--- config.mk ---
export PLATFORM = sky130hd
export DESIGN_NAME = labeled_arc_transition_table_top
export DESIGN_NICKNAME = d
export VERILOG_FILES = /design/src/design/lat_pkg.sv /design/src/design/lat_slot_ram.sv /design/src/design/lat_ctrl.sv /design/src/design/labeled_arc_transition_table_top.sv
export SDC_FILE = /design/constraint.sdc
export NUM_CORES = 2
export LEC_CHECK = 0
export ABC_AREA = 1
export BUFFER_PORTS_ARGS = -buffer_cell sky130_fd_sc_hd__buf_4
export CORE_MARGIN = 4
export CORE_UTILIZATION = 61
export CTS_CLUSTER_SIZE = 10
export DETAILED_ROUTE_END_ITERATION = 10
export PLACE_DENSITY = 0.77
export SLEW_MARGIN = 10
export SYNTH_ARGS = -nofsm -noshare
export SYNTH_HDL_FRONTEND = slang
export SYNTH_SLANG_ARGS = --single-unit
--- constraint.sdc ---
create_clock -name clock -period 15.8 [get_ports clock]
set_input_delay 1.58 -clock clock [delete_from_list [all_inputs] [get_ports clock]]
set_output_delay 1.58 -clock clock [all_outputs]
set_load 0.03 [all_outputs]
--- src/design/lat_pkg.sv ---
// Shared types and constants of the labeled arc transition table.
`default_nettype none
package lat_pkg;

   localparam int MAX_STATES  = 16;  // fixed by the 4-bit state fields
   localparam int STATE_W     = 4;
   localparam int CFG_W       = 5;
   localparam int SYM_IN_W    = 8;
   localparam int SYM_WIDE_W  = 16;

   typedef enum logic [1:0] {
      CMD_ADD    = 2'd0,
      CMD_REMOVE = 2'd1,
      CMD_EXISTS = 2'd2,
      CMD_TRANS  = 2'd3
   } cmd_type;

   typedef enum logic [2:0] {
      ST_OK       = 3'd0,
      ST_DUP      = 3'd1,
      ST_NOTFOUND = 3'd2,
      ST_FULL     = 3'd3,
      ST_RANGE    = 3'd4
   } status_type;

   typedef struct packed {
      status_type         status;
      logic               found;
      logic [STATE_W-1:0] reached;
   } result_type;

   localparam logic [0:0] CSR_IDX_STATES = 1'b0;

endpackage
`default_nettype wire

--- src/design/lat_slot_ram.sv ---
// Arc slot memory: one write port, one read port, registered read data.
`default_nettype none
module lat_slot_ram #(
   parameter int DEPTH  = 128,
   parameter int WIDTH  = 12,
   parameter int ADDR_W = 7
) (
   input  wire logic              clock,
   input  wire logic              wr_en,
   input  wire logic [ADDR_W-1:0] wr_addr,
   input  wire logic [WIDTH-1:0]  wr_data,
   input  wire logic              rd_en,
   input  wire logic [ADDR_W-1:0] rd_addr,
   output logic      [WIDTH-1:0]  rd_data
);

   logic [WIDTH-1:0] mem [DEPTH];

   always_ff @(posedge clock) begin
      if (wr_en) begin
         mem[wr_addr] <= wr_data;
      end
      if (rd_en) begin
         rd_data <= mem[rd_addr];
      end
   end

endmodule
`default_nettype wire

--- src/design/lat_ctrl.sv ---
// Command sequencer: list scan, slot shifting and per-state arc counts.
`default_nettype none
module lat_ctrl #(
   parameter int ARCS_PER_STATE = 8,
   parameter int SYMBOL_BITS    = 8,
   parameter int IDX_W          = 3,
   parameter int CNT_W          = 4,
   parameter int ADDR_W         = 7,
   parameter int ENTRY_W        = 12
) (
   input  wire logic                         clock,
   input  wire logic                         reset,
   input  wire logic                         req_valid,
   output logic                              req_ready,
   input  wire lat_pkg::cmd_type             req_cmd,
   input  wire logic [lat_pkg::STATE_W-1:0]  req_src,
   input  wire logic [lat_pkg::STATE_W-1:0]  req_dst,
   input  wire logic [SYMBOL_BITS-1:0]       req_sym,
   input  wire logic [lat_pkg::CFG_W-1:0]    states_in_use,
   input  wire logic                         out_free,
   output logic                              done,
   output lat_pkg::result_type               result,
   output logic                              ram_wr_en,
   output logic [ADDR_W-1:0]                 ram_wr_addr,
   output logic [ENTRY_W-1:0]                ram_wr_data,
   output logic                              ram_rd_en,
   output logic [ADDR_W-1:0]                 ram_rd_addr,
   input  wire logic [ENTRY_W-1:0]           ram_rd_data
);

   typedef enum logic [6:0] {
      S_IDLE   = 7'b0000001,
      S_SCAN   = 7'b0000010,
      S_DECIDE = 7'b0000100,
      S_MOVE   = 7'b0001000,
      S_DRAIN  = 7'b0010000,
      S_WRNEW  = 7'b0100000,
      S_FIN    = 7'b1000000
   } state_type;

   state_type state_ff, state_in;

   lat_pkg::cmd_type              cmd_ff, cmd_in;
   logic [lat_pkg::STATE_W-1:0]   src_ff, src_in;
   logic [lat_pkg::STATE_W-1:0]   dst_ff, dst_in;
   logic [SYMBOL_BITS-1:0]        sym_ff, sym_in;
   logic [CNT_W-1:0]              cnt_ff, cnt_in;
   logic [CNT_W-1:0]              iss_ff, iss_in;
   logic                          chk_vld_ff, chk_vld_in;
   logic [IDX_W-1:0]              chk_idx_ff, chk_idx_in;
   logic                          hit_ff, hit_in;
   logic [IDX_W-1:0]              pos_ff, pos_in;
   logic [lat_pkg::STATE_W-1:0]   reach_ff, reach_in;
   logic [IDX_W-1:0]              mv_ff, mv_in;
   logic                          wr_pend_ff, wr_pend_in;
   logic [IDX_W-1:0]              wr_idx_ff, wr_idx_in;
   lat_pkg::result_type           res_ff, res_in;

   logic [CNT_W-1:0]              counts_ff [lat_pkg::MAX_STATES];
   logic                          cnt_we;
   logic [CNT_W-1:0]              cnt_wval;

   logic [IDX_W-1:0]              rd_idx;
   logic [CNT_W-1:0]              cnt_m1;
   logic [SYMBOL_BITS-1:0]        rd_sym;
   logic [lat_pkg::STATE_W-1:0]   rd_dest;
   logic                          match;
   logic [ADDR_W-1:0]             base;
   logic                          new_wr;

   assign rd_sym  = ram_rd_data[SYMBOL_BITS-1:0];
   assign rd_dest = ram_rd_data[SYMBOL_BITS +: lat_pkg::STATE_W];
   assign match   = (rd_sym == sym_ff) &&
                    ((cmd_ff == lat_pkg::CMD_TRANS) || (rd_dest == dst_ff));
   assign cnt_m1  = cnt_ff - CNT_W'(1);
   assign base    = ADDR_W'(src_ff) * ADDR_W'(ARCS_PER_STATE);

   // write port: a shifted slot lands in the cycle after its read; new arc goes in alone
   assign new_wr      = (state_ff == S_WRNEW);
   assign ram_wr_en   = wr_pend_ff | new_wr;
   assign ram_wr_addr = base + ADDR_W'(wr_pend_ff ? wr_idx_ff : '0);
   assign ram_wr_data = wr_pend_ff ? ram_rd_data : {dst_ff, sym_ff};
   assign ram_rd_addr = base + ADDR_W'(rd_idx);

   assign req_ready = (state_ff == S_IDLE);
   assign result    = res_ff;

   always_comb begin
      state_in   = state_ff;
      cmd_in     = cmd_ff;
      src_in     = src_ff;
      dst_in     = dst_ff;
      sym_in     = sym_ff;
      cnt_in     = cnt_ff;
      iss_in     = iss_ff;
      chk_vld_in = 1'b0;
      chk_idx_in = chk_idx_ff;
      hit_in     = hit_ff;
      pos_in     = pos_ff;
      reach_in   = reach_ff;
      mv_in      = mv_ff;
      wr_pend_in = 1'b0;
      wr_idx_in  = wr_idx_ff;
      res_in     = res_ff;
      cnt_we     = 1'b0;
      cnt_wval   = cnt_ff;
      ram_rd_en  = 1'b0;
      rd_idx     = '0;
      done       = 1'b0;
      case (state_ff)
         S_IDLE: begin
            if (req_valid) begin
               cmd_in = req_cmd;
               src_in = req_src;
               dst_in = req_dst;
               sym_in = req_sym;
               cnt_in = counts_ff[req_src];
               iss_in = '0;
               hit_in = 1'b0;
               if (lat_pkg::CFG_W'(req_src) >= states_in_use) begin
                  res_in   = '{lat_pkg::ST_RANGE, 1'b0, '0};
                  state_in = S_FIN;
               end else if (counts_ff[req_src] == '0) begin
                  state_in = S_DECIDE;
               end else begin
                  state_in = S_SCAN;
               end
            end
         end
         S_SCAN: begin
            // reads issue one slot a cycle; compare runs in the cycle after each read
            if (iss_ff < cnt_ff) begin
               ram_rd_en  = 1'b1;
               rd_idx     = iss_ff[IDX_W-1:0];
               iss_in     = iss_ff + CNT_W'(1);
               chk_vld_in = 1'b1;
               chk_idx_in = iss_ff[IDX_W-1:0];
            end
            if (chk_vld_ff) begin
               if (match) begin
                  hit_in     = 1'b1;
                  pos_in     = chk_idx_ff;
                  reach_in   = rd_dest;
                  chk_vld_in = 1'b0;
                  state_in   = S_DECIDE;
               end else if (CNT_W'(chk_idx_ff) == cnt_m1) begin
                  chk_vld_in = 1'b0;
                  state_in   = S_DECIDE;
               end
            end
         end
         S_DECIDE: begin
            case (cmd_ff)
               lat_pkg::CMD_ADD: begin
                  if (hit_ff) begin
                     res_in   = '{lat_pkg::ST_DUP, 1'b1, '0};
                     state_in = S_FIN;
                  end else if (cnt_ff == CNT_W'(ARCS_PER_STATE)) begin
                     res_in   = '{lat_pkg::ST_FULL, 1'b0, '0};
                     state_in = S_FIN;
                  end else begin
                     res_in = '{lat_pkg::ST_OK, 1'b0, '0};
                     if (cnt_ff == '0) begin
                        state_in = S_WRNEW;
                     end else begin
                        mv_in    = cnt_m1[IDX_W-1:0];
                        state_in = S_MOVE;
                     end
                  end
               end
               lat_pkg::CMD_REMOVE: begin
                  if (!hit_ff) begin
                     res_in   = '{lat_pkg::ST_NOTFOUND, 1'b0, '0};
                     state_in = S_FIN;
                  end else begin
                     res_in   = '{lat_pkg::ST_OK, 1'b1, '0};
                     cnt_we   = 1'b1;
                     cnt_wval = cnt_m1;
                     if (CNT_W'(pos_ff) < cnt_m1) begin
                        mv_in    = pos_ff + IDX_W'(1);
                        state_in = S_MOVE;
                     end else begin
                        state_in = S_FIN;
                     end
                  end
               end
               lat_pkg::CMD_EXISTS: begin
                  if (hit_ff) begin
                     res_in = '{lat_pkg::ST_OK, 1'b1, '0};
                  end else begin
                     res_in = '{lat_pkg::ST_NOTFOUND, 1'b0, '0};
                  end
                  state_in = S_FIN;
               end
               default: begin
                  if (hit_ff) begin
                     res_in = '{lat_pkg::ST_OK, 1'b1, reach_ff};
                  end else begin
                     res_in = '{lat_pkg::ST_NOTFOUND, 1'b0, '0};
                  end
                  state_in = S_FIN;
               end
            endcase
         end
         S_MOVE: begin
            // add: walk down, slot i moves to i+1; remove: walk up, i moves to i-1
            ram_rd_en  = 1'b1;
            rd_idx     = mv_ff;
            wr_pend_in = 1'b1;
            if (cmd_ff == lat_pkg::CMD_ADD) begin
               wr_idx_in = mv_ff + IDX_W'(1);
               if (mv_ff == '0) begin
                  state_in = S_DRAIN;
               end else begin
                  mv_in = mv_ff - IDX_W'(1);
               end
            end else begin
               wr_idx_in = mv_ff - IDX_W'(1);
               if (CNT_W'(mv_ff) == cnt_m1) begin
                  state_in = S_DRAIN;
               end else begin
                  mv_in = mv_ff + IDX_W'(1);
               end
            end
         end
         S_DRAIN: begin
            if (cmd_ff == lat_pkg::CMD_ADD) begin
               state_in = S_WRNEW;
            end else begin
               state_in = S_FIN;
            end
         end
         S_WRNEW: begin
            cnt_we   = 1'b1;
            cnt_wval = cnt_ff + CNT_W'(1);
            state_in = S_FIN;
         end
         S_FIN: begin
            if (out_free) begin
               done     = 1'b1;
               state_in = S_IDLE;
            end
         end
         default: begin
            state_in = S_IDLE;
         end
      endcase
   end

   always_ff @(posedge clock) begin
      if (reset) begin
         state_ff   <= S_IDLE;
         chk_vld_ff <= 1'b0;
         wr_pend_ff <= 1'b0;
         for (int i = 0; i < lat_pkg::MAX_STATES; i++) begin
            counts_ff[i] <= '0;
         end
      end else begin
         state_ff   <= state_in;
         chk_vld_ff <= chk_vld_in;
         wr_pend_ff <= wr_pend_in;
         if (cnt_we) begin
            counts_ff[src_ff] <= cnt_wval;
         end
      end
   end

   always_ff @(posedge clock) begin
      cmd_ff     <= cmd_in;
      src_ff     <= src_in;
      dst_ff     <= dst_in;
      sym_ff     <= sym_in;
      cnt_ff     <= cnt_in;
      iss_ff     <= iss_in;
      chk_idx_ff <= chk_idx_in;
      hit_ff     <= hit_in;
      pos_ff     <= pos_in;
      reach_ff   <= reach_in;
      mv_ff      <= mv_in;
      wr_idx_ff  <= wr_idx_in;
      res_ff     <= res_in;
   end

`ifndef SYNTHESIS
   a_one_write: assert property (@(posedge clock) disable iff (reset)
      !(wr_pend_ff && (state_ff == S_WRNEW)))
      else $error("shifted slot and new arc collide on the write port");

   a_chk_in_list: assert property (@(posedge clock) disable iff (reset)
      (chk_vld_ff && (state_ff == S_SCAN)) |-> (CNT_W'(chk_idx_ff) < cnt_ff))
      else $error("scan compared a slot beyond the list");

   a_move_writes: assert property (@(posedge clock) disable iff (reset)
      (state_ff == S_MOVE) |=> wr_pend_ff)
      else $error("slot read during shift not written back");

   a_done_idle: assert property (@(posedge clock) disable iff (reset)
      done |=> (req_ready && !wr_pend_ff))
      else $error("item finished with work still pending");
`endif

endmodule
`default_nettype wire

--- src/design/labeled_arc_transition_table_top.sv ---
// Top level of the labeled arc transition table: CSR, stream ports, result register.
//
// Usage
//   req_*  : one command item per handshake (tvalid & tready). tuser carries the
//            command (add, remove, exists, transition); tdata carries source state,
//            destination state and symbol.
//   rsp_*  : exactly one result item per command: status, arc found flag and the
//            reached state of a transition.
//   csr_*  : APB-style port, register 0 (byte address 0) is states_in_use.
//            Write it only while the block is idle.
// Sequencing
//   One item at a time: the next item is taken only after this one's result has
//   gone into the output register, and the result shows on rsp_* from the first
//   cycle in which the next item can be taken. A state out of range is not
//   scanned, nor is an empty list. The scan reads one slot a cycle and compares
//   each slot as its data arrives from the memory. The shift of an add or remove
//   reads one slot and writes the previously read one in the same cycle; an add
//   then writes the new arc into slot 0.
// Stalls
//   The result sits in an output register; while it waits the next item is
//   still accepted and worked on, and only its own result waits for the slot.
// Reset
//   Clears all list counts and sets states_in_use to 16. Slot contents are not
//   cleared: a slot is only read once it lies inside its list.
`default_nettype none
module labeled_arc_transition_table_top #(
   parameter int ARCS_PER_STATE = 8,
   parameter int SYMBOL_BITS    = 8
) (
   input  wire logic        clock,
   input  wire logic        reset,
   // command item
   input  wire logic        req_tvalid,
   output logic             req_tready,
   input  wire logic [15:0] req_tdata,   // [3:0] source_state, [7:4] dest_state, [15:8] symbol
   input  wire logic [1:0]  req_tuser,   // [1:0] command
   // result item
   output logic             rsp_tvalid,
   input  wire logic        rsp_tready,
   output logic [7:0]       rsp_tdata,   // [2:0] status, [3] arc_found, [7:4] reached_state
   // configuration
   input  wire logic        csr_psel,
   input  wire logic        csr_penable,
   input  wire logic        csr_pwrite,
   input  wire logic [2:0]  csr_paddr,
   input  wire logic [31:0] csr_pwdata,
   output logic [31:0]      csr_prdata,
   output logic             csr_pready
);

   localparam int IDX_W   = (ARCS_PER_STATE > 1) ? $clog2(ARCS_PER_STATE) : 1;
   localparam int CNT_W   = $clog2(ARCS_PER_STATE + 1);
   localparam int DEPTH   = lat_pkg::MAX_STATES * ARCS_PER_STATE;
   localparam int ADDR_W  = $clog2(DEPTH);
   localparam int ENTRY_W = lat_pkg::STATE_W + SYMBOL_BITS;

   // configuration register
   logic [lat_pkg::CFG_W-1:0] states_ff, states_in;
   logic                      csr_wr;

   assign csr_pready = 1'b1;
   assign csr_wr     = csr_psel & csr_penable & csr_pwrite & csr_pready;

   always_comb begin
      states_in = states_ff;
      if (csr_wr && (csr_paddr[2] == lat_pkg::CSR_IDX_STATES)) begin
         states_in = csr_pwdata[lat_pkg::CFG_W-1:0];
      end
   end

   always_comb begin
      csr_prdata = '0;
      if (csr_paddr[2] == lat_pkg::CSR_IDX_STATES) begin
         csr_prdata = 32'(states_ff);
      end
   end

   always_ff @(posedge clock) begin
      if (reset) begin
         states_ff <= lat_pkg::CFG_W'(lat_pkg::MAX_STATES);
      end else begin
         states_ff <= states_in;
      end
   end

   // input unpacking; symbol bits above SYMBOL_BITS are dropped
   logic [lat_pkg::SYM_WIDE_W-1:0] sym_wide;
   logic [SYMBOL_BITS-1:0]         sym;

   assign sym_wide = lat_pkg::SYM_WIDE_W'(req_tdata[15:8]);
   assign sym      = sym_wide[SYMBOL_BITS-1:0];

   // result register parts the sequencer from the output stall
   logic                rsp_valid_ff, rsp_valid_in;
   logic [7:0]          rsp_data_ff, rsp_data_in;
   logic                out_free;
   logic                done;
   lat_pkg::result_type result;

   assign out_free = !rsp_valid_ff || rsp_tready;

   always_comb begin
      rsp_valid_in = rsp_valid_ff;
      rsp_data_in  = rsp_data_ff;
      if (done) begin
         rsp_valid_in = 1'b1;
         rsp_data_in  = {result.reached, result.found, result.status};
      end else if (rsp_tready) begin
         rsp_valid_in = 1'b0;
      end
   end

   always_ff @(posedge clock) begin
      if (reset) begin
         rsp_valid_ff <= 1'b0;
      end else begin
         rsp_valid_ff <= rsp_valid_in;
      end
   end

   always_ff @(posedge clock) begin
      rsp_data_ff <= rsp_data_in;
   end

   assign rsp_tvalid = rsp_valid_ff;
   assign rsp_tdata  = rsp_data_ff;

   // sequencer and slot memory
   logic               ram_wr_en;
   logic [ADDR_W-1:0]  ram_wr_addr;
   logic [ENTRY_W-1:0] ram_wr_data;
   logic               ram_rd_en;
   logic [ADDR_W-1:0]  ram_rd_addr;
   logic [ENTRY_W-1:0] ram_rd_data;

   lat_ctrl #(
      .ARCS_PER_STATE (ARCS_PER_STATE),
      .SYMBOL_BITS    (SYMBOL_BITS),
      .IDX_W          (IDX_W),
      .CNT_W          (CNT_W),
      .ADDR_W         (ADDR_W),
      .ENTRY_W        (ENTRY_W)
   ) u_ctrl (
      .clock         (clock),
      .reset         (reset),
      .req_valid     (req_tvalid),
      .req_ready     (req_tready),
      .req_cmd       (lat_pkg::cmd_type'(req_tuser)),
      .req_src       (req_tdata[3:0]),
      .req_dst       (req_tdata[7:4]),
      .req_sym       (sym),
      .states_in_use (states_ff),
      .out_free      (out_free),
      .done          (done),
      .result        (result),
      .ram_wr_en     (ram_wr_en),
      .ram_wr_addr   (ram_wr_addr),
      .ram_wr_data   (ram_wr_data),
      .ram_rd_en     (ram_rd_en),
      .ram_rd_addr   (ram_rd_addr),
      .ram_rd_data   (ram_rd_data)
   );

   lat_slot_ram #(
      .DEPTH  (DEPTH),
      .WIDTH  (ENTRY_W),
      .ADDR_W (ADDR_W)
   ) u_slots (
      .clock   (clock),
      .wr_en   (ram_wr_en),
      .wr_addr (ram_wr_addr),
      .wr_data (ram_wr_data),
      .rd_en   (ram_rd_en),
      .rd_addr (ram_rd_addr),
      .rd_data (ram_rd_data)
   );

endmodule
`default_nettype wire
# Word level (Yosys, flattened, before mapping)
# Memories as Yosys holds them, arrays and structs flattened. A register that Yosys moved wholly into a read port is not among the register bits.
# Index checks and enable logic that the tools add are counted.
# totals
inputBits,60
output_inout_bits,43
elab_cells,170
memories,2
ramBits,1600
regBits,74
# mem_list
name,depth,word_bits,rd,rd_ports_with_merged_regs,wr,line_no,text
u_slots.mem,128,12,1,1,1,lat_slot_ram.sv:17,logic [WIDTH-1:0] mem [DEPTH];
u_ctrl.counts_ff,16,4,1,0,16,lat_ctrl.sv:59,logic [CNT_W-1:0] counts_ff [lat_pkg::MAX_STATES];
# classes
reduce_logical,24
bitwise_logic,5
addsub,8
n_lt_le_gt_ge,3
eq_ne,32
n_mux,75
# op_table
op,n
$mux W7,17
$pmux W7 S7,1
$mux W3,12
$pmux W8 S2,2
$mux W4,6
$mux W8,3
$mux W1,22
$pmux W3 S2,3
$pmux W4 S2,2
$ne A3 B3 Y1 const B,5
$pmux W7 S2,1
$mux W12,1
$ne A3 B1 Y1 const B,3
$ne A3 B2 Y1 const B,3
$reduce_and A3 Y1,3
$reduce_and A9 Y1,1
$add A4 B1 Y4 const B,2
$eq A3 B4 Y1,2
$eq A8 B8 Y1,1
$logic_not A4 Y1,2
$ne A2 B1 Y1 const B,4
$reduce_bool A2 Y1,4
$add A7 B3 Y7,1
$add A7 B7 Y7,1
34 further kinds,45

# Depth between registers and ports, before layout
# depth
depth_word,8
depth_mapped,20
ltp_nobuf,18

# By module
# Synthesis repeated with hierarchy kept, for this count alone.
# hier_totals
cells_unflattened,6105
hier_area_um2,70293.7
# modules_own_cells
module,instances,cells_per_inst,area_each_um2,seq_area_each_um2
lat_slot_ram,1,5265,62872.8,46484.6
lat_ctrl,1,751,6652.6,3633.5
labeled_arc_transition_table_top,1,89,768.2,360.3

# Worst setup path after synthesis
# No wires, ideal clock.
# synth_path
path_type,reg-to-reg
startpoint,reg u_ctrl.wr_pend_ff
endpoint,"mem u_slots.mem[0][3], data pin"
period_less_slack_ps,6896
n_path_buf,1
required_ps,14603
arrival_time_ps,5699
setup_ps,1197
path_slack_ps,8904
stages_incl_launch_ff,4
cell_sequence,dfxtp_1 inv_1 clkbuf_1 o21ai_0
# synth_via
elab_chain_len,1
# synth_lines
element,line_no,text
"start, declared",lat_ctrl.sv:55,"logic wr_pend_ff, wr_pend_in;"
"start signal, assigned",lat_ctrl.sv:261,wr_pend_ff <= wr_pend_in;
$mux W12,lat_ctrl.sv:82,"assign ram_wr_data = wr_pend_ff ? ram_rd_data : {dst_ff, sym_ff};"
named net ram_wr_data[3],labeled_arc_transition_table_top.sv:131,logic [ENTRY_W-1:0] ram_wr_data;
"end, declared",lat_slot_ram.sv:17,
# The timed path passes the listed nets, and every way through them passes these cells.

# Final worst setup path
# layout_path
startpoint,reg u_ctrl.cnt_ff[3] (read register of u_ctrl.counts_ff)
endpoint,"reg u_slots.rd_data[9] (read register of u_slots.mem), data pin"
# layout_via
elab_chain_len,4
elab_cells_between_ends,6
classes_between,1 x add/sub; 1 x order compare; 4 x mux
# layout_lines
element,line_no,text
"start, declared",lat_ctrl.sv:47,"logic [CNT_W-1:0] cnt_ff, cnt_in;"
$lt A4 B4 Y1 (*),lat_ctrl.sv:132,if (iss_ff < cnt_ff) begin
$mux W3,lat_ctrl.sv:132,
$pmux W3 S2,lat_ctrl.sv:110,case (state_ff)
$add A7 B3 Y7,lat_ctrl.sv:83,assign ram_rd_addr = base + ADDR_W'(rd_idx);
"end, declared",lat_slot_ram.sv:14,output logic [WIDTH-1:0] rd_data
# Mark *: on every way between the ends. The rest lies on a longest branch, timed or not.
# A chain may end at the register's enable or synchronous reset.

==> reports/results.ini <==
[routing]
drt_iter0_drc = 6915
via_count = 50900
finalWirelength_um = 190000
drc = 0
via_per_inst = 6.03
antenna_left = 0
wl_per_cell_um = 22.6
drt_pre_antenna_iters = 6

[sta]
finalHoldViolCount = 0
worst_pin_slew_ns = 1.33
finalClockSkew_ns = 0.0319
setup_viol_count_final = 0
finalCritPeriodShare = 0.430
grt_setup_unrepaired = false
setup_tns_ns = 0
fin_crit_ns = 6.80
final_max_slew_viol_count = 0
maxSlewHeadroom = 0.116
fmax_mhz = 147

[yosys]
synth_top_area_cell = edfxtp_1
avgSynthCellArea_um2 = 10.9
syn_inst = 6879
synth_seq_cells = 1686
syn_area_um2 = 75300
synth_ff_type = edfxtp_1
synth_top_area_frac = 0.666
synth_most_common_cell = edfxtp_1
synthTopCellsByArea = edfxtp_1 (67%), nand3_1 (9.4%), nand3b_1 (6.0%)
synth_cell_types = 46
synth_edf_count = 1671
ys_seq_area_frac = 0.670
synth-warning-count = 0
synth_commonest_cells = edfxtp_1 (1671), nand3_1 (1415), nand2_1 (1129)
async_flop_share = 0

[grt]
antenna_found_initial = 3
grt_pass1_wl_um = 286000
grt_max_degree = 205
grt_pass1_vias = 48900
grt_use_total = 0.288
grt_remaining_overflow = 0

[floorplan]
core_area_um2 = 122000
initial_core_util = 0.616
rows = 128
io_pins = 103
die_w_um = 359
die_h_um = 359
design.die.area_um2 = 129000

[worst_setup_path]
crit_buf_inv = 5
start_kind = flip-flop
critPathArrivalTime_ns = 7.34
cp.required_ns = 16.34
path_delay_family = buffers and inverters
end_kind = flip-flop
cp_max_fo = 152
slowest_stage = buf_4
crit_chain = inv_1 -> ha_1 -> a21oi_1 -> nand4_1 -> buf_12 -> nand2_4 -> buf_4 -> buf_4 -> buf_4 -> nand2_1 -> nand3_1 -> nand3_1 -> nand3_1 -> nand2_1 -> nor2_1 -> nor2_1 -> nor2_1 -> nand2_1
worstSetupPathType = flip-flop to flip-flop
cpPeakStageDelay_ns = 0.84

[worst_hold_path]
holdCritPathClass = flip-flop to flip-flop

[clock_network]
cts_resized = 0
cts_setup_buffers = 0
root_buffer = clkbuf_16
numCtsBuffers = 188
cts_tree = done
cts.path.max_buffers = 3
cts.sinks = 1686
holdBufCountCts = 0
cts.clk_slew.worst_paths_ns = 0.06
htreeDepth = 4
worstSkewPairLatency_ns = 0.81

[pwr]
power_density_nw_per_um2 = 115
power_leakage_nw = 31.0
ir_worst_vdd_v = 0.000122

[place]
dp_hpwl_um = 101000
gp_congestion = 0.859
port_buffers = 45

[run]
maxCapViolCount = 0

[layout]
final_layout_size_suffix_gt1_frac = 0.0587
fillers = 8521
nets = 6855
synthToLayoutAreaGrowth_pct = 8.38
utilization = 0.668

[outcome]
status = finished, final reports clean

-- flip-flops by register name, summed over array words and instances (netlist names) --
signal             cells
u_ctrl.cnt_ff          4
u_ctrl.dst_ff          4
u_ctrl.sym_ff          8
rsp_tdata              8
u_ctrl.result          8
u_ctrl.counts_ff      64
u_slots.rd_data       12
u_ctrl.wr_idx_ff       3
u_ctrl.mv_ff           3
u_ctrl.chk_vld_ff      1
u_slots.mem         1536
rsp_tvalid             1
u_ctrl.cmd_ff          2
u_ctrl.chk_idx_ff      3
u_ctrl.src_ff          4
u_ctrl.state_ff        7
u_ctrl.wr_pend_ff      1
u_ctrl.reach_ff        4
u_ctrl.iss_ff          4
u_ctrl.hit_ff          1
states_ff              5
u_ctrl.pos_ff          3
-- per-stage QoR --
stage	total power [mW]	setup slack, ns	hold slack (ns)	cell area (um2)	instances
floorplan	5.47	8.90	0.400	75400	6905
global placement	5.65	9.33	0.408	76500	8210
detailed placement	5.67	9.29	0.406	76500	8210
CTS	9.40	9.25	0.424	81600	8443
global route	9.63	8.70	0.435	81600	8443
finish	9.39	9.00	0.421	81600	8445
-- cell families after synthesis --
group	count (synthesis)	synth area share
other	2	0.0000997
buffers and inverters	1456	0.0802
xor gates and xnor gates	19	0.00221
muxes	12	0.00160
AOI/OAI and AO/OA	107	0.00884
and+or+nand+nor	3577	0.233
DFF	1686	0.670
adders and majority gates	20	0.00332
-- worst register-to-register path, cell delays in order, from the launching register on --
cell	delay, ns
edfxtp_1	0.46
inv_1	0.16
ha_1	0.27
a21oi_1	0.27
nand4_1	0.25
buf_12	0.31
nand2_4	0.73
buf_4	0.85
buf_4	0.83
buf_4	0.87
nand2_1	0.17
nand3_1	0.10
nand3_1	0.18
nand3_1	0.17
nand2_1	0.13
nor2_1	0.34
nor2_1	0.08
nor2_1	0.28
nand2_1	0.09
-- power by group --
group	switching, mW	leakage, nW	internal [mW]
Clock	1.63	2.48	2.16
Combinational	0.454	13.3	0.112
Sequential	0.0157	15.2	5.01
-- area by class of cell --
| type | count | area (um2) | share of cell area |
|---|---|---|---|
| antenna | 2 | 5.00 | 0.0000613 |
| clock buffer | 215 | 4860 | 0.0595 |
| clock inverter | 18 | 223 | 0.00273 |
| inverter | 1001 | 3770 | 0.0462 |
| multi-input combinational | 3763 | 19100 | 0.234 |
| sequential | 1686 | 50500 | 0.619 |
| tap | 1625 | 2030 | 0.0249 |
| timing repair buffer | 135 | 1160 | 0.0143 |
-- path summary, 6_finish.rpt --
check / start / endpoint / slack [ns] / cells past startpoint
max: u_ctrl.cnt_ff[3] / u_slots.rd_data[9] / 9.00 / 18
min: u_ctrl.result[4] / rsp_tdata[3] / 0.42 / 0
max reg2reg: u_ctrl.cnt_ff[3] / u_slots.rd_data[9] / 9.00 / 18
min reg2reg: u_ctrl.result[4] / rsp_tdata[3] / 0.42 / 0
-- metal layers --
metal	vias to the layer above	routed length (um)	share of wire	GRT usage
li1	23000	-	-	-
met1	24500	70200	0.37	0.376
met2	2899	91200	0.48	0.464
met3	497	20100	0.11	0.0553
met4	0	8990	0.047	0.150
met5	-	0	0	0
-- cells in the final DEF, fill, tap and decap left out, types with 5 or more instances in the layout --
cell type  synthesis  final
nand3_1         1415   1415
buf_4             66    123
clkbuf_16          0    190
inv_2              9      8
or2_2              7      7
nand3b_1         600    600
o21ai_0           46     41
o21ai_1            5      5
a21oi_1           18     18
xnor2_1           11     11
xor2_1             8      8
mux2i_1           12     12
nand4_1            9      9
nand2_1         1129   1119
nor4_1             5      5
clkbuf_1         170     24
inv_1            978    976
conb_1             2     28
dfxtp_1           15     15
clkinv_1          14     17
nand2_4            0      9
nor2_2             2     15
o211ai_1           6      6
ha_1              20     20
nor2_1           394    378
o221ai_1          12     12
buf_12             0     12
edfxtp_1        1671   1671
nor3_1             8      8
inv_6              0      8
o21ai_4            0      6
(Power assumes the default switching activity.)
